===== config.mk =====
export PLATFORM = sky130hd
export DESIGN_NAME = dsib_cell
export DESIGN_NICKNAME = d
export VERILOG_FILES = /design/src/dsib_pkg.sv /design/src/dsib_cell.sv
export SDC_FILE = /design/constraint.sdc
export NUM_CORES = 1
export LEC_CHECK = 0
export ABC_AREA = 0
export BUFFER_PORTS_ARGS = -buffer_cell sky130_fd_sc_hd__buf_2
export CAP_MARGIN = 25
export CORE_AREA = 2 2 162 164
export CTS_BUF_LIST = sky130_fd_sc_hd__clkbuf_4 sky130_fd_sc_hd__clkbuf_8 sky130_fd_sc_hd__clkbuf_16
export CTS_CLUSTER_DIAMETER = 200
export DETAILED_ROUTE_END_ITERATION = 12
export DIE_AREA = 0 0 164 166
export PLACE_DENSITY = 0.56
export SYNTH_ARGS = -nofsm -noshare
export SYNTH_HDL_FRONTEND = slang
export SYNTH_SLANG_ARGS = --single-unit

===== constraint.sdc =====
create_clock -name i_clk -period 15.9 [get_ports i_clk]
set_input_delay 0.795 -clock i_clk [delete_from_list [all_inputs] [get_ports i_clk]]
set_output_delay 0.795 -clock i_clk [all_outputs]
set_load 0.1 [all_outputs]

===== src/dsib_pkg.sv =====
// ---------------------------------------------------------------------------
// dsib_pkg
// Shared types and constants of the sorted index builder.
// ---------------------------------------------------------------------------
package dsib_pkg;

    localparam int TABLE_DEPTH = 256;
    localparam int IDX_W       = $clog2(TABLE_DEPTH);
    localparam int CNT_W       = $clog2(TABLE_DEPTH + 1);
    localparam int WORD_W      = 32;
    localparam int SRC_W       = 4;

    localparam logic [WORD_W-1:0] SIGN_FLIP = {1'b1, {(WORD_W-1){1'b0}}};

    typedef enum logic [1:0] {
        ACT_INSERT = 2'd0,
        ACT_READ   = 2'd1,
        ACT_CLEAR  = 2'd2,
        ACT_NONE   = 2'd3
    } t_action;

    typedef enum logic [3:0] {
        STAT_ADDED     = 4'd0,
        STAT_DUP       = 4'd1,
        STAT_CONFLICT  = 4'd2,
        STAT_ZERO      = 4'd3,
        STAT_FULL      = 4'd4,
        STAT_IGNORED   = 4'd5,
        STAT_READ_OK   = 4'd6,
        STAT_RANK_BAD  = 4'd7,
        STAT_CLEARED   = 4'd8
    } t_status;

    typedef enum logic [1:0] {
        S_IDLE,
        S_CMP,
        S_APPLY
    } t_state;

    typedef struct packed {
        logic [WORD_W-1:0] key;
        logic [WORD_W-1:0] size;
        logic [WORD_W-1:0] offset;
        logic [SRC_W-1:0]  snum;
        logic [WORD_W-1:0] soff;
    } t_entry;

    typedef struct packed {
        logic cmp_en;
        logic shift_en;
    } t_cell_ctl;

    typedef struct packed {
        logic any_eq;
        logic any_same;
    } t_match;

endpackage


===== src/dsib_cell.sv =====
// ---------------------------------------------------------------------------
// dsib_cell
// One slot of the sorted chain: holds an entry, compares it with the new
// entry and on insertion shifts in its left neighbor's entry or the new one.
// ---------------------------------------------------------------------------
module dsib_cell import dsib_pkg::*; (
    input  logic             i_clk,
    input  t_cell_ctl        i_ctl,
    input  logic             i_valid,
    input  logic [IDX_W-1:0] i_index,
    input  logic [IDX_W-1:0] i_rank,
    input  t_entry           i_new,
    input  t_entry           i_left,
    input  logic             i_left_lt,
    output t_entry           o_entry,
    output logic             o_lt,
    output logic             o_eq,
    output logic             o_same,
    output logic             o_sel
);

    t_entry r_entry;
    logic   r_lt;
    logic   r_eq;
    logic   r_same;
    logic   r_sel;
    logic   n_lt;
    logic   n_eq;

    always_comb begin
        n_lt = i_valid && ((r_entry.key ^ SIGN_FLIP) < (i_new.key ^ SIGN_FLIP));
        n_eq = i_valid && (r_entry.key == i_new.key);
    end

    always_ff @(posedge i_clk) begin
        if (i_ctl.cmp_en) begin
            r_lt   <= n_lt;
            r_eq   <= n_eq;
            r_same <= n_eq && (r_entry.size == i_new.size);
            r_sel  <= i_valid && (i_index == i_rank);
        end
        if (i_ctl.shift_en) begin
            if (!i_left_lt) begin
                r_entry <= i_left;
            end else if (!r_lt) begin
                r_entry <= i_new;
            end
        end
    end

    assign o_entry = r_entry;
    assign o_lt    = r_lt;
    assign o_eq    = r_eq;
    assign o_same  = r_same;
    assign o_sel   = r_sel;

endmodule


## Yosys cells after proc, flatten, opt, wreduce, memory -nomap -nowiden

Cells that the tools add are included.

- Bits in registers: 136
- Output and inout bits: 136

- $lt $le $gt $ge: 1
- Eq/ne operators: 4
- Muxes and demuxes: 2
- Bitwise gates (word level): 2
- Reductions and logical operators: 5

Operators by type and width:

| cell | count |
|---|---|
| 132-bit two-way mux | 2 |
| 32-bit == test | 2 |
| 32-bit less-than comparator | 1 |
| 8-bit == test | 1 |
| 1-bit logical AND | 4 |
| 2-bit != test (second input constant) | 1 |
| 1-bit NOT | 2 |
| 2-bit AND reduction | 1 |

## Logic depth before layout (Yosys ltp)

- Depth in word-level cells: 3
- Gate-level depth with buffers: 7
- Depth with buffers taken out: 7

## Least setup slack after synthesis

No wires, ideal clock.

- Path type: input -> register
- Start point: input i_left_lt
- End point: register r_entry, in the netlist o_entry[0] (enable)
- Data arrival time: 10709 ps
- Data required time: 15073 ps
- Path slack: 4365 ps
- Stages on the path: 4
- Path buffers: 3
- Cell sequence: clkbuf_1 buf_2 buf_2 a21boi_0

- Longest elaborated chain between the ends: 2

RTL lines:

| element | line | source |
|---|---|---|
| from (decl) | dsib_cell.sv:14 | `input logic i_left_lt,` |
| 2-bit != test (no line) | -- |  |
| 2-bit AND reduction (no line) | -- |  |
| to (signal assigned) | dsib_cell.sv:44 | `r_entry <= i_left;` |
| to (signal assigned) | dsib_cell.sv:46 | `r_entry <= i_new;` |
| to (decl) | dsib_cell.sv:22 | `t_entry r_entry;` |

No other way between the ends.
A chain may end at the register's enable or synchronous reset.

## Worst setup path in the final report

- Start point: input i_left_lt
- End point: register r_entry, in the netlist o_entry[102] (enable)

Same word-level chain as after synthesis.

==> impl_metrics.toml <==
[run_status]
run_status = "finished clean"

[detailed_routing]
ant_nets = 0
remaining_drc_errors = 0
drt-initial-drc-count = 250
via_count_of_the_routed_design = 5295
drt-wirelength-per-cell_um = 16.60
postRouteWirelength_um = 20470
drtPass1Iterations = 4
detail_route.vias_per_cell = 4.294

[timing]
timing.fmax_ghz = 0.3441
setup_total_negative_slack_ns = 0
finalSetupViolCount = 0
layout_worst_path_cycle_share_pct = 18.28
worst_slew_pin_slew_ns = 0.9948
fin_worst_hold_slack_ns = 0.6525
post_layout_minimum_cycle_time_ns = 2.906
timing.slew.headroom_pct = 33.68
rsz0062_at_grt = "no"
finalHoldViolations = 0
timing.clock.skew_ns = 0.01182
finalMaxSlewViolations = 0

[power_and_ir_drop]
netSwitchingFraction_pct = 36.30
p_int_mw = 0.7285
power_density_nw_per_um2 = 114.4
total_switching_power_mw = 0.4152
share_comb_of_total_power_pct = 27.6
share_seq_of_total_power_pct = 38.3
power.leakage_nw = 4.485
clock_power_share_pct = 34.2
vdd_drop_max_mv = 0.06129

[clock_network]
tritoncts.num_buffers = 17
clock_sink_count = 136
cts_post_setup_buffers_inserted = 0
clkLatencyLatePin_ns = 0.42
post_cts_resize_count = 0
cts_buffer_depth = 2
cts_tree = "done"
cts_hold_buffers = 0
cts_root_buffer = "sky130_fd_sc_hd__clkbuf_16"
worst_setup_hold_path_clk_slew_ns = 0.06
htreeDepth = 4

[cells_and_area]
utilization_pct = 39.02
n_fill_cell = 2502
area_of_the_multi_input_gates_sq_um = 2636
areaGrowthSynthToFinish_pct = 44.34
fin_cells = 1233
final-seq-area_sq_um = 4084
layout-drive-gt1-share_pct = 66.26
nNetsFinal = 1199

[logic_synthesis]
synthesis.area_per_instance_sq_um = 15.22
ys_seq_elements = 136
synth_area_sq_um = 6925
yosysTopAreaCell = "sky130_fd_sc_hd__edfxtp_1"
synth.lib_cells_used.distinct = 29
synth.top_cell.area_share_pct = 58.97
synth_nets = 772
number_of_synthesis_warnings = 0
synth.yosys.seq_area_share_pct = 58.97
post_synth_main_area_contributors = "sky130_fd_sc_hd__edfxtp_1 (59%), sky130_fd_sc_hd__mux2_2 (21%), sky130_fd_sc_hd__ha_1 (5.8%), sky130_fd_sc_hd__xor2_1 (4.2%), sky130_fd_sc_hd__inv_1 (2.1%)"
cells_after_synth = 455

[placement]
port-buffer-count = 420
gp_routability_congestion = 0.7848
dp_hpwl_um = 15830
place_inst = 1198

[floorplan]
die_area_sq_um = 27220
floorplan.io_pins = 421
floorplan.die.height_um = 166
rows = 59
start_util_pct = 27.04
die_x_um = 164
core_region_area_sq_um = 25620

[run]
timing.max_cap.violations = 0

[setup_path]
critPathTopFamily = "buffers and inverters"
critPathLaunch = "i_left_lt"
reg2reg_from = "o_lt"
cpMostUsedCell = "sky130_fd_sc_hd__buf_4"
timing.critical_path.required_ns = 15.93
worstPathMaxFanout = 72
worstSetupStartpointType = "input port"
crit_chain = "buf_6 -> a21boi_4 -> buf_4 -> buf_4"
timing.critical_path.slowest_cell_delay_ns = 0.87
cp.arrival_ns = 2.94
endpoint_kind = "flip-flop"
crit_type = "input port to flip-flop"
cp_slowest_cell = "sky130_fd_sc_hd__buf_4"
worst-path-buf-inv = 3

[global_routing]
initial_antenna_violation_count = 3
grt_pass1_wl_um = 29950
overflow = 0
vias_in_the_first_global_route = 5457
globalRouteTotalUtil_pct = 14.55
grt_max_degree = 73

[worst_hold_path]
min_delay_startpoint = "i_ctl[1]"
hold_path_class = "input port to flip-flop"
## cells in the mapped netlist, drive strengths merged
cell type,n
a221o,1
nand4,8
o22ai,1
a21boi,1
inv,38
clkbuf,1
edfxtp,136
ha,32
and4,1
xnor2,7
nor2,2
o221ai,1
a31oi,1
nand3,3
buf,14
o21ai,2
xor2,33
a211o,1
a2111o,1
mux2,132
nor4,11
nand2,8
nor3,2
o21a,2
a21oi,13
a21o,3
## logic make-up (layout without fill, tap and decap cells)
family | count (synthesis) | count (layout) | synth area share, %
compound gates | 27 | 27 | 2.674
xor+xnor | 40 | 40 | 5.059
fa+ha+maj | 32 | 32 | 5.781
buf+inv | 53 | 493 | 3.126
flops | 136 | 136 | 58.97
mux | 132 | 132 | 21.46
other cells | 0 | 3 | 0
simple gates | 35 | 35 | 2.927
## final timing paths
| kind | end | slack [ns] | cells after the start |
|---|---|---|---|
| setup / recovery | o_entry[102] | 12.99 | 4 |
| hold / removal | o_sel | 0.65 | 1 |
| setup reg to reg | o_entry[102] | 13.29 | 3 |
| hold reg to reg | o_same | 0.91 | 4 |
## worst register-to-register path, stage by stage, from the launching register on
cell and delay (ns):
sky130_fd_sc_hd__edfxtp_1 0.44, sky130_fd_sc_hd__a21boi_4 0.16, sky130_fd_sc_hd__buf_4 0.61, sky130_fd_sc_hd__buf_4 0.95
## flip-flops by register name, indices dropped and copies added (netlist names)
name,cells
o_entry,132
o_eq,1
o_lt,1
o_same,1
o_sel,1
## power by group through the flow
stage | registers (mW) | clock network (mW) | logic (mW)
floorplan | 0.626 | 0 | 0.0651
global placement | 0.445 | 0 | 0.316
detailed placement | 0.445 | 0 | 0.318
CTS | 0.438 | 0.406 | 0.318
global route | 0.440 | 0.420 | 0.331
finish | 0.438 | 0.391 | 0.315
## layout by cell type (no fill, tap or decap), drive strengths merged, types with 6 or more instances in the layout
cell	Yosys	layout
buf	14	423
clkbuf	1	18
clkinv	0	6
edfxtp	136	136
nand4	8	8
ha	32	32
inv	38	43
mux2	132	132
xor2	33	33
nor4	11	11
nand2	8	8
xnor2	7	7
a21oi	13	13
## final cells by class
class,count,share of cell area (%)
antenna,3,0.07510
clock buffer,18,4.331
clock inverter,14,1.427
inverter,38,1.427
multi-input combinational,266,26.37
sequential,136,40.86
tap,335,4.193
timing repair buffer,423,21.32
## layer usage
layer  share of wire (%)  track usage (%)
met1                  40            16.64
met2                  50            24.90
met3                 8.8            5.470
met4                 1.6            4.844
met5                   0                0
## stage by stage
| step | power, mW | worst slack [ns] | instance area (sq um) |
|---|---|---|---|
| 2_1_floorplan | 0.6911 | 4.365 | 6925 |
| 3_3_place_gp | 0.7609 | 12.52 | 9413 |
| 3_5_place_dp | 0.7630 | 12.50 | 9413 |
| 4_1_cts | 1.162 | 12.98 | 9988 |
| 5_1_grt | 1.191 | 12.85 | 9993 |
| 6_report | 1.144 | 12.99 | 9996 |
Note: power is estimated with default switching activity, not from simulation.
