===== src/dsib_pkg.sv =====
// ---------------------------------------------------------------------------
// dsib_pkg
// Shared types and constants of the sorted index builder.
// ---------------------------------------------------------------------------
package dsib_pkg;

    localparam int TABLE_DEPTH = 256;
    localparam int IDX_W       = $clog2(TABLE_DEPTH);
    localparam int CNT_W       = $clog2(TABLE_DEPTH + 1);
    localparam int WORD_W      = 32;
    localparam int SRC_W       = 4;

    localparam logic [WORD_W-1:0] SIGN_FLIP = {1'b1, {(WORD_W-1){1'b0}}};

    typedef enum logic [1:0] {
        ACT_INSERT = 2'd0,
        ACT_READ   = 2'd1,
        ACT_CLEAR  = 2'd2,
        ACT_NONE   = 2'd3
    } t_action;

    typedef enum logic [3:0] {
        STAT_ADDED     = 4'd0,
        STAT_DUP       = 4'd1,
        STAT_CONFLICT  = 4'd2,
        STAT_ZERO      = 4'd3,
        STAT_FULL      = 4'd4,
        STAT_IGNORED   = 4'd5,
        STAT_READ_OK   = 4'd6,
        STAT_RANK_BAD  = 4'd7,
        STAT_CLEARED   = 4'd8
    } t_status;

    typedef enum logic [1:0] {
        S_IDLE,
        S_CMP,
        S_APPLY
    } t_state;

    typedef struct packed {
        logic [WORD_W-1:0] key;
        logic [WORD_W-1:0] size;
        logic [WORD_W-1:0] offset;
        logic [SRC_W-1:0]  snum;
        logic [WORD_W-1:0] soff;
    } t_entry;

    typedef struct packed {
        logic cmp_en;
        logic shift_en;
    } t_cell_ctl;

    typedef struct packed {
        logic any_eq;
        logic any_same;
    } t_match;

endpackage


===== src/dsib_ctrl.sv =====
// ---------------------------------------------------------------------------
// dsib_ctrl
// Sequencer, totals and result register of the sorted index builder.
// ---------------------------------------------------------------------------
module dsib_ctrl import dsib_pkg::*; (
    input  logic              i_clk,
    input  logic              i_rst_n,
    input  logic              i_valid,
    output logic              o_ready,
    input  logic [1:0]        i_action,
    input  logic [WORD_W-1:0] i_entry_key,
    input  logic [WORD_W-1:0] i_entry_size,
    input  logic [WORD_W-1:0] i_source_offset,
    input  logic [SRC_W-1:0]  i_source_number,
    input  logic [IDX_W-1:0]  i_read_rank,
    output logic              o_valid,
    input  logic              i_ready,
    output logic [3:0]        o_status,
    output t_entry            o_read,
    output logic [CNT_W-1:0]  o_entry_total,
    output logic [WORD_W-1:0] o_body_total,
    output logic              o_merge_failed,
    output t_cell_ctl         o_ctl,
    output t_entry            o_new,
    output logic [IDX_W-1:0]  o_rank,
    output logic [CNT_W-1:0]  o_count,
    input  t_match            i_match,
    input  t_entry            i_rd
);

    t_state            r_state;
    t_state            n_state;
    logic [1:0]        r_action;
    t_entry            r_item;
    logic [IDX_W-1:0]  r_rank;
    logic [CNT_W-1:0]  r_count;
    logic [CNT_W-1:0]  n_count;
    logic [WORD_W-1:0] r_total;
    logic [WORD_W-1:0] n_total;
    logic              r_failed;
    logic              n_failed;
    t_status           n_status;
    logic              n_add;
    logic              r_out_valid;
    t_status           r_out_status;
    t_entry            r_out_read;
    logic              w_go;

    assign w_go = !r_out_valid || i_ready;

    always_comb begin
        n_count  = r_count;
        n_total  = r_total;
        n_failed = r_failed;
        n_add    = 1'b0;
        n_status = STAT_IGNORED;
        case (t_action'(r_action))
            ACT_INSERT: begin
                if (r_failed) begin
                    n_status = STAT_IGNORED;
                end else if (r_item.size == '0) begin
                    n_status = STAT_ZERO;
                end else if (i_match.any_eq) begin
                    if (i_match.any_same) begin
                        n_status = STAT_DUP;
                    end else begin
                        n_status = STAT_CONFLICT;
                        n_failed = 1'b1;
                    end
                end else if (r_count >= CNT_W'(TABLE_DEPTH)) begin
                    n_status = STAT_FULL;
                    n_failed = 1'b1;
                end else begin
                    n_status = STAT_ADDED;
                    n_add    = 1'b1;
                    n_count  = r_count + 1'b1;
                    n_total  = r_total + r_item.size;
                end
            end
            ACT_READ: begin
                if ({1'b0, r_rank} < r_count) begin
                    n_status = STAT_READ_OK;
                end else begin
                    n_status = STAT_RANK_BAD;
                end
            end
            ACT_CLEAR: begin
                n_status = STAT_CLEARED;
                n_count  = '0;
                n_total  = '0;
                n_failed = 1'b0;
            end
            default: begin
                n_status = STAT_IGNORED;
            end
        endcase
    end

    always_comb begin
        n_state = r_state;
        case (r_state)
            S_IDLE: begin
                if (i_valid) begin
                    n_state = S_CMP;
                end
            end
            S_CMP: begin
                n_state = S_APPLY;
            end
            S_APPLY: begin
                if (w_go) begin
                    n_state = S_IDLE;
                end
            end
            default: begin
                n_state = S_IDLE;
            end
        endcase
    end

    always_comb begin
        o_ready         = (r_state == S_IDLE);
        o_ctl.cmp_en    = (r_state == S_CMP);
        o_ctl.shift_en  = (r_state == S_APPLY) && w_go && n_add;
    end

    always_ff @(posedge i_clk) begin
        if (!i_rst_n) begin
            r_state     <= S_IDLE;
            r_count     <= '0;
            r_total     <= '0;
            r_failed    <= 1'b0;
            r_out_valid <= 1'b0;
        end else begin
            r_state <= n_state;
            if (r_out_valid && i_ready) begin
                r_out_valid <= 1'b0;
            end
            if (r_state == S_APPLY && w_go) begin
                r_count     <= n_count;
                r_total     <= n_total;
                r_failed    <= n_failed;
                r_out_valid <= 1'b1;
            end
        end
    end

    always_ff @(posedge i_clk) begin
        if (r_state == S_IDLE && i_valid) begin
            r_action      <= i_action;
            r_item.key    <= i_entry_key;
            r_item.size   <= i_entry_size;
            r_item.offset <= r_total;
            r_item.soff   <= i_source_offset;
            r_item.snum   <= i_source_number;
            r_rank        <= i_read_rank;
        end
        if (r_state == S_APPLY && w_go) begin
            r_out_status <= n_status;
            r_out_read   <= (n_status == STAT_READ_OK) ? i_rd : '0;
        end
    end

    assign o_new          = r_item;
    assign o_rank         = r_rank;
    assign o_count        = r_count;
    assign o_valid        = r_out_valid;
    assign o_status       = r_out_status;
    assign o_read         = r_out_read;
    assign o_entry_total  = r_count;
    assign o_body_total   = r_total;
    assign o_merge_failed = r_failed;

    a_count_bound: assert property (@(posedge i_clk) disable iff (!i_rst_n)
        r_count <= CNT_W'(TABLE_DEPTH))
        else $error("held entry count beyond table depth");

    a_shift_busy: assert property (@(posedge i_clk) disable iff (!i_rst_n)
        o_ready |-> !o_ctl.shift_en && !o_ctl.cmp_en)
        else $error("cell row active while accepting a transaction");

    a_add_count: assert property (@(posedge i_clk) disable iff (!i_rst_n)
        o_ctl.shift_en |=> r_count == $past(r_count) + 1'b1)
        else $error("insertion did not grow the entry count");

    a_fail_cause: assert property (@(posedge i_clk) disable iff (!i_rst_n)
        $rose(r_failed) |-> (o_status == STAT_CONFLICT || o_status == STAT_FULL))
        else $error("failure flag set without conflict or full status");

endmodule


===== config.mk =====
export PLATFORM = sky130hd
export DESIGN_NAME = dsib_ctrl
export DESIGN_NICKNAME = d
export VERILOG_FILES = /design/src/dsib_pkg.sv /design/src/dsib_ctrl.sv
export SDC_FILE = /design/constraint.sdc
export NUM_CORES = 1
export LEC_CHECK = 0
export BUFFER_PORTS_ARGS = -buffer_cell sky130_fd_sc_hd__buf_2
export CORE_AREA = 2 2 222 224
export DETAILED_ROUTE_END_ITERATION = 8
export DIE_AREA = 0 0 224 226
export GPL_TIMING_DRIVEN = 0
export SKIP_LAST_GASP = 1
export SLEW_MARGIN = 20
export SYNTH_ARGS = -nofsm -noshare
export SYNTH_HDL_FRONTEND = slang
export SYNTH_SLANG_ARGS = --single-unit

===== constraint.sdc =====
create_clock -name i_clk -period 9.1 [get_ports i_clk]
set_clock_uncertainty 0.1 [all_clocks]
set_input_delay 0.455 -clock i_clk [delete_from_list [all_inputs] [get_ports i_clk]]
set_output_delay 0.455 -clock i_clk [all_outputs]
set_load 0.005 [all_outputs]

==> Word-level counts from Yosys, hierarchy flattened <==
Index checks and enable logic that the tools add are counted.
Widths: inputs -> output; s select.
{ "op_classes": {"add_sub_neg": 2, "order_cmp": 2, "eq_ne": 11, "muxes": 33, "n_reduce_logical": 14} }
{ "op_table": {"columns": ["cell", "n"], "rows": [
  ["$mux 32", 4],
  ["$pmux 32 s2", 1],
  ["$mux 9", 4],
  ["$add 32x32->32", 1],
  ["$logic_not 32->1", 1],
  ["$pmux 9 s2", 1],
  ["$mux 1", 13],
  ["$mux 4", 3],
  ["$ne 2x2->1 const B", 6],
  ["$pmux 4 s3", 1],
  ["$add 9x1->9 const B", 1],
  ["$ge 9x9->1 const B", 1],
  ["$lt 8x9->1", 1],
  ["$mux 2", 3],
  ["$pmux 2 s3", 1],
  ["$reduce_and 6->1", 1],
  ["$eq 2x1->1 const B", 2],
  ["$eq 2x2->1 const B", 2],
  ["$eq 4x3->1 const B", 1],
  ["$logic_and 1x1->1", 4],
  ["$logic_not 2->1", 2],
  ["$reduce_and 2->1", 2],
  ["$reduce_bool 2->1", 2],
  ["$mux 3", 1],
  ["other kinds (3)", 3]
]} }
{ "totals": {"reg_bits": 323, "inputBits": 248} }

==> Depth between registers and ports, before layout <==
Gate-level depths: netlist of the first run.
{ "depth": {"depth_word": 7, "mapped_depth": 13} }

==> Least setup slack after synthesis of the first run <==
Ideal clock, no wire load.
{ "synth_timing": {"path_type": "register to register", "startpoint": "register r_state[1]", "endpoint": "register r_item (netlist bit o_new[0]) (enable)", "t_arrival_ps": 3776, "setup_slack_ps": 4705, "stages_incl_launch_ff": 3, "n_path_buf": 0, "synth_period_minus_slack_ps": 4395, "cell_sequence": "dfxtp_1 nor2_1 and2_1"} }
{ "synth_via": {"elab_chain_cells": 2} }
{ "synth_lines": {"columns": ["item", "line", "rtl"], "rows": [
  ["start, declared", "dsib_ctrl.sv:31", "t_state r_state;"],
  ["start signal, assigned", "dsib_ctrl.sv:135", "r_state <= n_state;"],
  ["$logic_not 2->1", null, null],
  ["net o_ready", "dsib_ctrl.sv:9", "output logic o_ready,"],
  ["$logic_and 1x1->1", "dsib_ctrl.sv:149", "if (r_state == S_IDLE && i_valid) begin"],
  ["end, declared", "dsib_ctrl.sv:34", "t_entry r_item;"]
]} }
The timed path passes the listed nets, and every way through them passes these cells.
A chain may end at the register's enable or synchronous reset.

==> run summary, run 1 <==
initial core utilization: 26.4%
ys flop type: edfxtp_1
DIE HEIGHT: 226 µm
most frequent cell after synthesis: edfxtp_1
clk_lat worst skew: 540 ps
die width: 224 µm
hold path endpoint: o_new[1]
via count: 9,739
Final Max Slew Viols: 0
FF+latch count, synth: 323
mux cell area share after synthesis: 0.0785%
met3 wire length: 2.94 mm
gpl congestion: 0.810
WL final: 41.0 mm
critical path class: reg2out
Worst R2R Path Depth: 12
Worst Max-Slew Pin Slew: 949 ps
clk buf depth: 3
DR WL met2: 19.4 mm
outcome: completed
Setup Viol. Count Final: 0
Worst-path clk slew: 60 ps
Total GRT Usage: 15.0%
DRT Pass-1 Iters: 4
sequential-to-total area share from yosys stat: 72.6%
highest metal used: met5
RSZ-0062 raised after global routing: no
vias per cell: 4.36
Post-synth EDFFs: 278
Synth async-reset ratio: 0%
area of the die: 50,600 µm²
hold slack final: 40.3 ps
grt total ovfl: 0
RR Startpoint: o_new[95]
syn_nets: 1,141
area leader, netlist: edfxtp_1
I/O pin total: 579
Synth Area in Compound Gates: 7.46%
largest net degree at the start of global routing: 112
Iteration-0 DRC Markers: 581
initial antenna violation count: 6
M1 wire length: 17.5 mm
first-pass GRT wire length: 57.6 mm
final hold violation count: 0
Crit Path Max Fanout: 10
R2R Setup Slk: 5230 ps
min-delay src: i_source_offset[1]
register area: 9250 µm²
Area Overhead vs Synth: 47.9%
Filler cells: 4,598
Commonest cells post-synth: edfxtp_1, and2_1, dfxtp_1
CP arrival: 3530 ps
clock root buffer: clkbuf_16
Synth Area in Simple Gates: 11.7%
FMAX: 0.245 GHz
core area: 48,300 µm²
largest family of logic cells by synthesized area: simple AND/OR/NAND/NOR gates
# clock sinks: 323
H-tree Lvls: 2
Cells after Synth: 853
Num CTS Buffers: 38
DRC viols: 0
final period utilization: 44.9%
Worst setup EP type: primary output
Worst VDD drop: 125 µV
worst endpoint required time: 8550 ps
PortBufs: 578
row count: 81
MaxCap Viol Count: 0
Hold Path Depth: 1
Power Density: 185 nW/µm²
CP Launch Type: flop
adder-cell share of the synthesized area: 3.99%
Total Nets Final: 1,870
setup TNS: 0 ps
P_leak: 8.31 nW
relative max-transition margin: 36.2%
area of the multi-input gates: 3250 µm²
CTS tree: done
postcts setup bufs: 0
DR WL/cell: 18.3 µm
Syn Std Cell Area: 12,700 µm²
top cell type's share of synthesized area: 65.5%
R2R Path End: o_body_total[21]
Hold Path Class: in2reg
post-synthesis xor/xnor area fraction: 2.27%
yosys warns: 0
vias in the first global route: 9,673
min cycle time layout: 4090 ps
post-DP HPWL: 30.6 mm
Mapped Avg Cell Area: 14.9 µm²
Synth area leaders: edfxtp_1, dfxtp_1, and2_1
Antenna Violating Nets Remaining: 0
layout cells sized above 1: 40.7%
library cells used by synthesis: 54
-- layer usage --
layer  vias up  GRT usage [%]
met5         -              0
met4         8           4.90
met3        77           4.35
met2       358           24.2
met1      4704           19.4
li1       4592              -
-- state kept, by name, indices dropped and copies added (netlist names), 2 cells and up --
signal,flops
o_new,132
o_body_total,32
o_status,4
r_action,2
o_count,9
r_state,2
o_rank,8
o_read,132
-- report_power, final --
part | total, W | internal [W] | switching [W]
sequential | 0.00169 | 0.00167 | 0.0000242
combinational | 0.000255 | 0.000132 | 0.000124
clock | 0.00154 | 0.000935 | 0.000608
total | 0.00349 | 0.00273 | 0.000756
-- through the flow --
stage          cells  setup slack, ps  instance area [µm²]  util [%]  total power (W)
2_1_floorplan    853             4710                12700         -          0.00181
3_5_place_dp    2056             5220                16500      34.2          0.00194
3_3_place_gp    2053             3200                16400      34.0          0.00194
5_1_grt         2233             4770                18800      39.0          0.00361
6_report        2234             5010                18800      39.0          0.00349
4_1_cts         2233             4920                18800      39.0          0.00353
-- worst max-delay path by stage --
stage,start,end,slack (ps),cells past startpoint
finish,o_new[95],o_ctl[0],5010,8
global route,o_new[95],o_ctl[0],4770,8
CTS,o_new[95],o_ctl[0],4920,8
detailed placement,o_new[95],o_body_total[19],5220,12
global placement,r_state[1],o_new[129],3200,2
floorplan,r_state[1],o_new[0],4710,2
-- critical path: stages (launching register included) --
cell	delay [ps]
edfxtp_1	520
nor4_1	150
nand4_1	210
nor2_1	170
nor4_1	300
nor3b_1	430
clkbuf_1	450
clkbuf_1	530
buf_2	230
-- cell families after synthesis --
group	after synthesis
simple gates	263
mux	1
compound gates	135
buf+inv	58
xor+xnor	33
fa+ha+maj	40
flops	323
-- placed cells by master, fill, tap and decap left out, types with 9 or more instances in the layout --
master         Yosys  final
inv_1             24     23
edfxtp_1         278    278
nor2_1            32     32
a21o_1            20     20
buf_2              1    579
a21oi_1           26     26
ha_1              39     39
clkbuf_1          23     32
xnor2_1           25     25
nand2b_1           9      9
nor4_1             9      9
nand2_1           32     32
clkbuf_16          0     41
o21ai_0           26     26
nor2b_1           21     21
dlygate4sd3_1      0    108
a22oi_1           16     16
and2_1           136    135
dfxtp_1           45     45
nand4_1           10     10
buf_4              9      9
-- cell type report --
class	count	share of cell area [%]
antenna	1	0.0133
buffer	34	0.863
clock buffer	50	5.62
clock inverter	19	1.04
inverter	24	0.518
multi-input combinational	472	17.2
sequential	323	49.1
tap	622	4.13
timing repair buffer	689	21.5
-- timing repair --
action | 4_1_cts | 5_1_grt
resized for setup | 0 | 0
hold endpoints to repair | 108 | 0
hold buffers | 108 | 0
Note: power is estimated with default switching activity, not from simulation.
==> run 2, diff against run 1 <==
--- a/config.mk
+++ b/config.mk
@@ -5,10 +5,11 @@
 export SDC_FILE = /design/constraint.sdc
 export NUM_CORES = 1
 export LEC_CHECK = 0
+export ABC_AREA = 1
 export BUFFER_PORTS_ARGS = -buffer_cell sky130_fd_sc_hd__buf_2
-export CORE_AREA = 2 2 222 224
+export CORE_AREA = 2 2 224 226
 export DETAILED_ROUTE_END_ITERATION = 8
-export DIE_AREA = 0 0 224 226
+export DIE_AREA = 0 0 226 228
 export GPL_TIMING_DRIVEN = 0
 export SKIP_LAST_GASP = 1
 export SLEW_MARGIN = 20
==> constraint.sdc (replaced) <==
create_clock -name i_clk -period 3.5 [get_ports i_clk]
set_clock_uncertainty 0.1 [all_clocks]
set_input_delay 0.175 -clock i_clk [delete_from_list [all_inputs] [get_ports i_clk]]
set_output_delay 0.175 -clock i_clk [all_outputs]
set_load 0.005 [all_outputs]
==> run 2 against run 1 <==
  * Routed wire length up 23%
  * Highest routed layer unchanged
  * Non-clock buffer count grew 152
  * Worst setup slack lost 4300 ps
  * Cell count increased by 32%
  * Sequential share of layout area shrank 6.9 points
  * Core utilization up 5.4 points
  * Combinational power rose to 3.8 times the previous value
==> run summary, run 2 <==
top cell type's share of synthesized area: 58.9% (was 65.5%)
Total GRT Usage: 18.9% (was 15.0%)
core area: 49,300 µm² (was 48,300 µm²)
H-tree Lvls: 2 (unchanged)
Cells after Synth: 1,375 (was 853)
clk buf depth: 3 (unchanged)
highest-count cells in the layout ignoring fill and taps: buf_2, nand2_1, edfxtp_1, inv_1, dlygate4sd3_1 (was buf_2, edfxtp_1, and2_1, dlygate4sd3_1, dfxtp_1)
row count: 82 (was 81)
largest net degree at the start of global routing: 36 (was 112)
final period utilization: 78.6%
min cycle time layout: 2750 ps
WL final: 50.4 mm (was 41.0 mm)
I/O pin total: 579 (unchanged)
worst slack, placed: 728 ps (was 5220 ps)
die width: 226 µm (was 224 µm)
area of the die: 51,500 µm² (was 50,600 µm²)
sequential-to-total area share from yosys stat: 65.2% (was 72.6%)
FF+latch count, synth: 323 (unchanged)
vias per cell: 4.27 (was 4.36)
Crit Path Max Fanout: 10 (unchanged)
critical path class: reg2reg (was reg2out)
most frequent cell after synthesis: nand2_1 (was edfxtp_1)
Synth async-reset ratio: 0% (unchanged)
Mapped Avg Cell Area: 10.3 µm² (was 14.9 µm²)
layout cells sized above 1: 30.9% (was 40.7%)
grt total ovfl: 0 (unchanged)
RSZ-0062 raised after global routing: no (unchanged)
most common cell after layout, fill and taps aside: buf_2 (unchanged)
first-pass GRT wire length: 73.7 mm (was 57.6 mm)
Syn Std Cell Area: 14,200 µm² (was 12,700 µm²)
DRC viols: 0 (unchanged)
Total Nets Final: 2,542 (was 1,870)
# clock sinks: 323 (unchanged)
Num CTS Buffers: 37 (was 38)
initial antenna violation count: 4 (was 6)
Worst-path clk slew: 60 ps (about the same)
Hold Path Depth: 2 (was 1)
relative max-transition margin: 56.0% (was 36.2%)
Hold Path Class: in2reg (unchanged)
DRT Pass-1 Iters: 5 (was 4)
clk_lat worst skew: 550 ps (was 540 ps)
syn_nets: 1,663 (was 1,141)
Worst Max-Slew Pin Slew: 660 ps (was 949 ps)
Antenna Violating Nets Remaining: 0 (unchanged)
DIE HEIGHT: 228 µm (was 226 µm)
CP Launch Type: flop (unchanged)
Worst VDD drop: 393 µV (was 125 µV)
area leader, netlist: edfxtp_1 (unchanged)
clock root buffer: clkbuf_16 (unchanged)
CP arrival: 2970 ps (was 3530 ps)
P_leak: 10.4 nW (was 8.31 nW)
PortBufs: 578 (unchanged)
outcome: completed (unchanged)
vias in the first global route: 13.0k (was 9,673)
worst endpoint required time: 3720 ps (was 8550 ps)
library cells used by synthesis: 37 (was 54)
Commonest cells post-synth: nand2_1, edfxtp_1, inv_1 (was edfxtp_1, and2_1, dfxtp_1)
post-DP HPWL: 36.9 mm (was 30.6 mm)
Final Max Slew Viols: 0 (unchanged)
DR WL/cell: 17.1 µm (was 18.3 µm)
Power Density: 433 nW/µm² (was 185 nW/µm²)
ys flop type: edfxtp_1 (unchanged)
Area Overhead vs Synth: 54.6% (was 47.9%)
gpl congestion: 0.929 (was 0.810)
CTS tree: done (unchanged)
initial core utilization: 28.7% (was 26.4%)
postcts setup bufs: 0 (unchanged)
via count: 12.6k (was 9,739)
Final WS setup: 749 ps (was 5010 ps)
Synth area leaders: edfxtp_1, nand2_1, inv_1 (was edfxtp_1, dfxtp_1, and2_1)
final hold violation count: 0 (unchanged)
Worst R2R Path Depth: 11 (was 12)
Post-synth EDFFs: 278 (unchanged)
Pwr Total: 0.00949 W (was 0.00349 W)
Iteration-0 DRC Markers: 495 (was 581)
Worst setup EP type: flop (was primary output)
FMAX: 0.364 GHz
MaxCap Viol Count: 0 (unchanged)
yosys warns: 0 (unchanged)
Setup Viol. Count Final: 0 (unchanged)
run 2: changes by cell type after synthesis, sizes merged, moves of 20 or more:
cell	delta
nand2	+272
o21ai	-21
nor2	+180
a21oi	+44
and2	-135
nor2b	-21
inv	+251
buf	+20
nand3	+48
xnor2	-25
run 2: timing repair:
item,4_1_cts,5_1_grt
hold endpoints to repair,251,0
gates resized for setup,0,0
hold buffers,248,0
run 2: area by class of cell:
type | instances | area, µm²
Clock inverter | 17 | 246
Tap cell | 672 | 841
Antenna cell | 2 | 5.00
Inverter | 276 | 1040
Fill cell | 4508 | 27400
Sequential cell | 323 | 9250
Multi-Input combinational cell | 741 | 3610
Buffer | 35 | 299
Timing Repair Buffer | 840 | 5610
Clock buffer | 48 | 1030
run 2: logic make-up after synthesis:
| family | share of synthesized area [%] |
|---|---|
| AOI/OAI and AO/OA | 3.33 |
| and+or+nand+nor | 17.2 |
| buffers and inverters | 9.41 |
| xor gates and xnor gates | 1.24 |
| adders and majority gates | 3.58 |
| DFF | 65.2 |
run 2: worst max-delay path, stage by stage (launching register included):
cell,delay (ps)
dfxtp_1,510
inv_1,150
ha_1,310
a21oi_1,140
o21ai_0,90
nand2_1,60
o2111ai_1,130
nand3_1,140
nand3_2,210
buf_6,240
buf_6,150
nor2_1,290
run 2: worst paths after layout:
check                         from         endpoint  slack (ps)
setup / recovery        o_count[4]       o_read[61]         750
hold reg to reg    o_body_total[8]  o_body_total[8]         400
hold / removal    i_entry_size[11]        o_new[79]         240
setup reg to reg        o_count[4]       o_read[61]         750
run 2: where the power goes:
group          internal, W  leakage (nW)  switching (W)
clock network      0.00252         0.617        0.00157
registers          0.00436          3.00      0.0000663
logic             0.000496          6.77       0.000479
run 2: per-stage QoR:
stage / hold slack, ps / area [µm²] / util, % / TNS (ps) / instances
3_3_place_gp: 252 / 17900 / 36.3 / -395970 / 2625
2_1_floorplan: 174 / 14200 / - / -110050 / 1375
4_1_cts: 193 / 21900 / 44.4 / 0 / 2952
6_report: 236 / 21900 / 44.4 / 0 / 2954
5_1_grt: 211 / 21900 / 44.4 / 0 / 2954
3_5_place_dp: 253 / 18200 / 36.8 / 0 / 2639
run 2: layer usage:
layer  vias to the layer above  wire length (µm)  share of wire [%]  global-route usage, %
met2                       460             25700                 51                   34.6
met4                         4              2370                4.7                   9.19
met1                      5903             19000                 38                   20.0
met3                        97              3300                6.5                   4.78
li1                       6150                 -                  -                      -
met5                         -                27              0.054                      0
==> run 3, diff against run 2 <==
--- a/config.mk
+++ b/config.mk
@@ -5,11 +5,11 @@
 export SDC_FILE = /design/constraint.sdc
 export NUM_CORES = 1
 export LEC_CHECK = 0
-export ABC_AREA = 1
+export ABC_AREA = 0
 export BUFFER_PORTS_ARGS = -buffer_cell sky130_fd_sc_hd__buf_2
-export CORE_AREA = 2 2 224 226
+export CORE_AREA = 2 2 225 227
 export DETAILED_ROUTE_END_ITERATION = 8
-export DIE_AREA = 0 0 226 228
+export DIE_AREA = 0 0 227 229
 export GPL_TIMING_DRIVEN = 0
 export SKIP_LAST_GASP = 1
 export SLEW_MARGIN = 20
==> constraint.sdc (replaced) <==
create_clock -name i_clk -period 2.8 [get_ports i_clk]
set_clock_uncertainty 0.1 [all_clocks]
set_input_delay 0.14 -clock i_clk [delete_from_list [all_inputs] [get_ports i_clk]]
set_output_delay 0.14 -clock i_clk [all_outputs]
set_load 0.005 [all_outputs]
==> run 3 against run 2 <==
  * The flow now finishes with violations (setup timing)
  * Worst setup slack got worse by 950 ps
  * Power grew 22%
  * Flip-flop and latch count is the same
  * Sequential share of layout area is 0.46 points higher
  * Worst hold slack worse by 30 ps
  * Fmax down 8.4%
  * Count of clock-buffer cells in the layout rose by 5
  * Core utilization down 0.72 points
  * First-iteration DRC count increased by 5.7%
  * Final area decreased by 1.0%
  * Die area increased by 0.88%
  * Critical endpoint is now o_body_total[30]
  * Largest cell class unchanged
==> run summary, run 3 (synthesis results as in run 1) <==
outcome: finished with violations (was completed)
failing checks: setup timing
Worst-path clk slew: 60 ps (about the same)
Power Density: 535 nW/µm² (was 433 nW/µm²)
DR WL/cell: 18.7 µm (was 17.1 µm)
Hold Path Class: in2reg (unchanged)
Hold Path Depth: 2 (unchanged)
DRT Pass-1 Iters: 4 (was 5)
vias per cell: 4.28 (was 4.27)
initial core utilization: 25.7% (was 28.7%)
area of the die: 52,000 µm² (was 51,500 µm²)
min-delay src: i_read_rank[2] (was i_entry_size[11])
clock root buffer: clkbuf_16 (unchanged)
CP Cell Sequence: ha_1, nor2b_2, o2111ai_2, a21oi_2, or4_4, o211ai_4, o31ai_4, a221oi_4, o221ai_2, xnor2_1, o21ai_1 (was inv_1, ha_1, a21oi_1, o21ai_0, nand2_1, o2111ai_1, nand3_1, nand3_2, buf_6, buf_6, nor2_1)
Final Max Slew Viols: 0 (unchanged)
DIE HEIGHT: 229 µm (was 228 µm)
met3 wire length: 3.01 mm (was 3.30 mm)
Final WS setup: -204 ps (was 749 ps)
most common cell after layout, fill and taps aside: buf_2 (unchanged)
hold slack final: 206 ps (was 236 ps)
# clock sinks: 323 (unchanged)
Antenna Violating Nets Remaining: 0 (unchanged)
relative max-transition margin: 31.2% (was 56.0%)
R2R Path End: o_body_total[30] (was o_read[61])
grt total ovfl: 0 (unchanged)
H-tree Lvls: 2 (unchanged)
DR WL met2: 22.6 mm (was 25.7 mm)
Worst setup EP type: flop (unchanged)
clk buf depth: 3 (unchanged)
RSZ-0062 raised after global routing: yes (was no)
Setup Viol. Count Final: 31 (was 0)
DRC viols: 0 (unchanged)
core area: 49,700 µm² (was 49,300 µm²)
min cycle time layout: 3000 ps (was 2750 ps)
CP max stage delay: 460 ps (was 510 ps)
Total GRT Usage: 16.6% (was 18.9%)
vias in the first global route: 10.9k (was 13.0k)
highest-count cells in the layout ignoring fill and taps: buf_2, edfxtp_1, dlygate4sd3_1, and2_4, and2_1 (was buf_2, nand2_1, edfxtp_1, inv_1, dlygate4sd3_1)
worst slack, placed: -1190 ps (was 728 ps)
I/O pin total: 579 (unchanged)
RR Startpoint: o_new[70] (was o_count[4])
final period utilization: 107% (was 78.6%)
Area Overhead vs Synth: 70.3% (was 54.6%)
clk_lat worst skew: 540 ps (was 550 ps)
hold path endpoint: o_rank[2] (was o_new[79])
worst endpoint required time: 3110 ps (was 3720 ps)
MaxCap Viol Count: 0 (unchanged)
CTS tree: done (unchanged)
row count: 82 (unchanged)
layout cells sized above 1: 47.2% (was 30.9%)
die width: 227 µm (was 226 µm)
largest net degree at the start of global routing: 60 (was 36)
Worst Max-Slew Pin Slew: 1020 ps (was 660 ps)
via count: 10.7k (was 12.6k)
Worst VDD drop: 436 µV (was 393 µV)
P_leak: 9.49 nW (was 10.4 nW)
Num CTS Buffers: 38 (was 37)
Worst R2R Path Depth: 11 (unchanged)
final hold violation count: 0 (unchanged)
R2R Setup Slk: -200 ps (was 750 ps)
critical path class: reg2reg (unchanged)
first-pass GRT wire length: 65.1 mm (was 73.7 mm)
M1 wire length: 19.6 mm (was 19.0 mm)
Filler cells: 4,555 (was 4,508)
highest metal used: met5 (unchanged)
FMAX: 0.333 GHz (was 0.364 GHz)
critical path's slowest cell: edfxtp_1 (was dfxtp_1)
post-DP HPWL: 32.7 mm (was 36.9 mm)
initial antenna violation count: 9 (was 4)
WL final: 46.5 mm (was 50.4 mm)
PortBufs: 578 (unchanged)
gpl congestion: 0.910 (was 0.929)
CP Launch Type: flop (unchanged)
Crit Path Max Fanout: 4 (was 10)
CP arrival: 3310 ps (was 2970 ps)
Total Nets Final: 2,072 (was 2,542)
Iteration-0 DRC Markers: 523 (was 495)
[run 3: cell count changes in the layout (fill, tap and decap cells not counted), moves of 42 or more]
cell / previous run / this run
a21oi_1: 68 / 22
inv_1: 272 / 22
nand2_1: 303 / 31
and2_4: 0 / 73
and2_1: 1 / 63
buf_4: 9 / 51
nor2_1: 201 / 31
nand3_1: 46 / 1
[run 3: layout make-up]
class | instances | area (µm²) | share of cell area, %
multi-input cells | 473 | 3780 | 17.4
repair buffers | 893 | 6160 | 28.4
flip-flops and latches | 323 | 9260 | 42.7
plain buffers | 31 | 329 | 1.52
well taps | 672 | 841 | 3.87
diodes | 3 | 7.51 | 0.0346
clock buffers | 53 | 1080 | 4.98
clock inverters | 16 | 156 | 0.721
inverters | 24 | 93.8 | 0.432
[run 3: how the worst max path moves through the flow]
| stage | cells after the start | start | to | slack [ps] |
|---|---|---|---|---|
| CTS | 13 | o_new[68] | o_body_total[30] | -170 |
| global route | 13 | o_new[68] | o_body_total[30] | -270 |
| finish | 11 | o_new[70] | o_body_total[30] | -200 |
| global placement | 3 | o_valid | o_read[97] | -1260 |
| floorplan | 3 | r_state[0] | o_read[0] | -250 |
| detailed placement | 12 | o_new[95] | o_body_total[19] | -1190 |
[run 3: metrics by stage]
step                      std cells  power, W  cell area (µm²)  TNS [ps]  utilization [%]
after floorplan                 853   0.00585            12800    -33760                -
after global placement         2103   0.00629            16500   -260500             33.3
after detailed placement       2109   0.00632            16700    -88700             33.5
after CTS                      2448    0.0116            20900      -815             42.1
after global routing           2487    0.0120            21700     -8370             43.7
final                          2488    0.0116            21700     -1360             43.7
[run 3: metal layers]
| metal | vias up | global-route usage, % |
|---|---|---|
| li1 | 5004 | - |
| met1 | 5149 | 20.5 |
| met2 | 402 | 28.5 |
| met3 | 91 | 3.82 |
| met4 | 6 | 5.09 |
| met5 | - | 0 |
[run 3: what timing repair did]
| item | CTS | global route |
|---|---|---|
| hold buffers | 248 | 0 |
| pin swaps | 21 | 78 |
| gates resized for setup | 89 | 154 |
| endpoints found under the setup margin | 174 | 155 |
| buffers inserted | 22 | 31 |
| hold endpoints to repair | 248 | 0 |
| cloned | 2 | 9 |
[run 3: power breakdown]
part | internal (W) | switching (W) | leakage [nW]
registers | 0.00541 | 0.0000874 | 3.14
clock network | 0.00298 | 0.00196 | 0.601
logic | 0.000670 | 0.000497 | 5.75
[run 3: worst max-delay path: cells and delay by family (launching register included)]
kind / cells / cell delay [ps]
compound gates: 7 / 1120
simple gates: 2 / 630
flops: 1 / 460
fa+ha+maj: 1 / 370
xor+xnor: 1 / 210
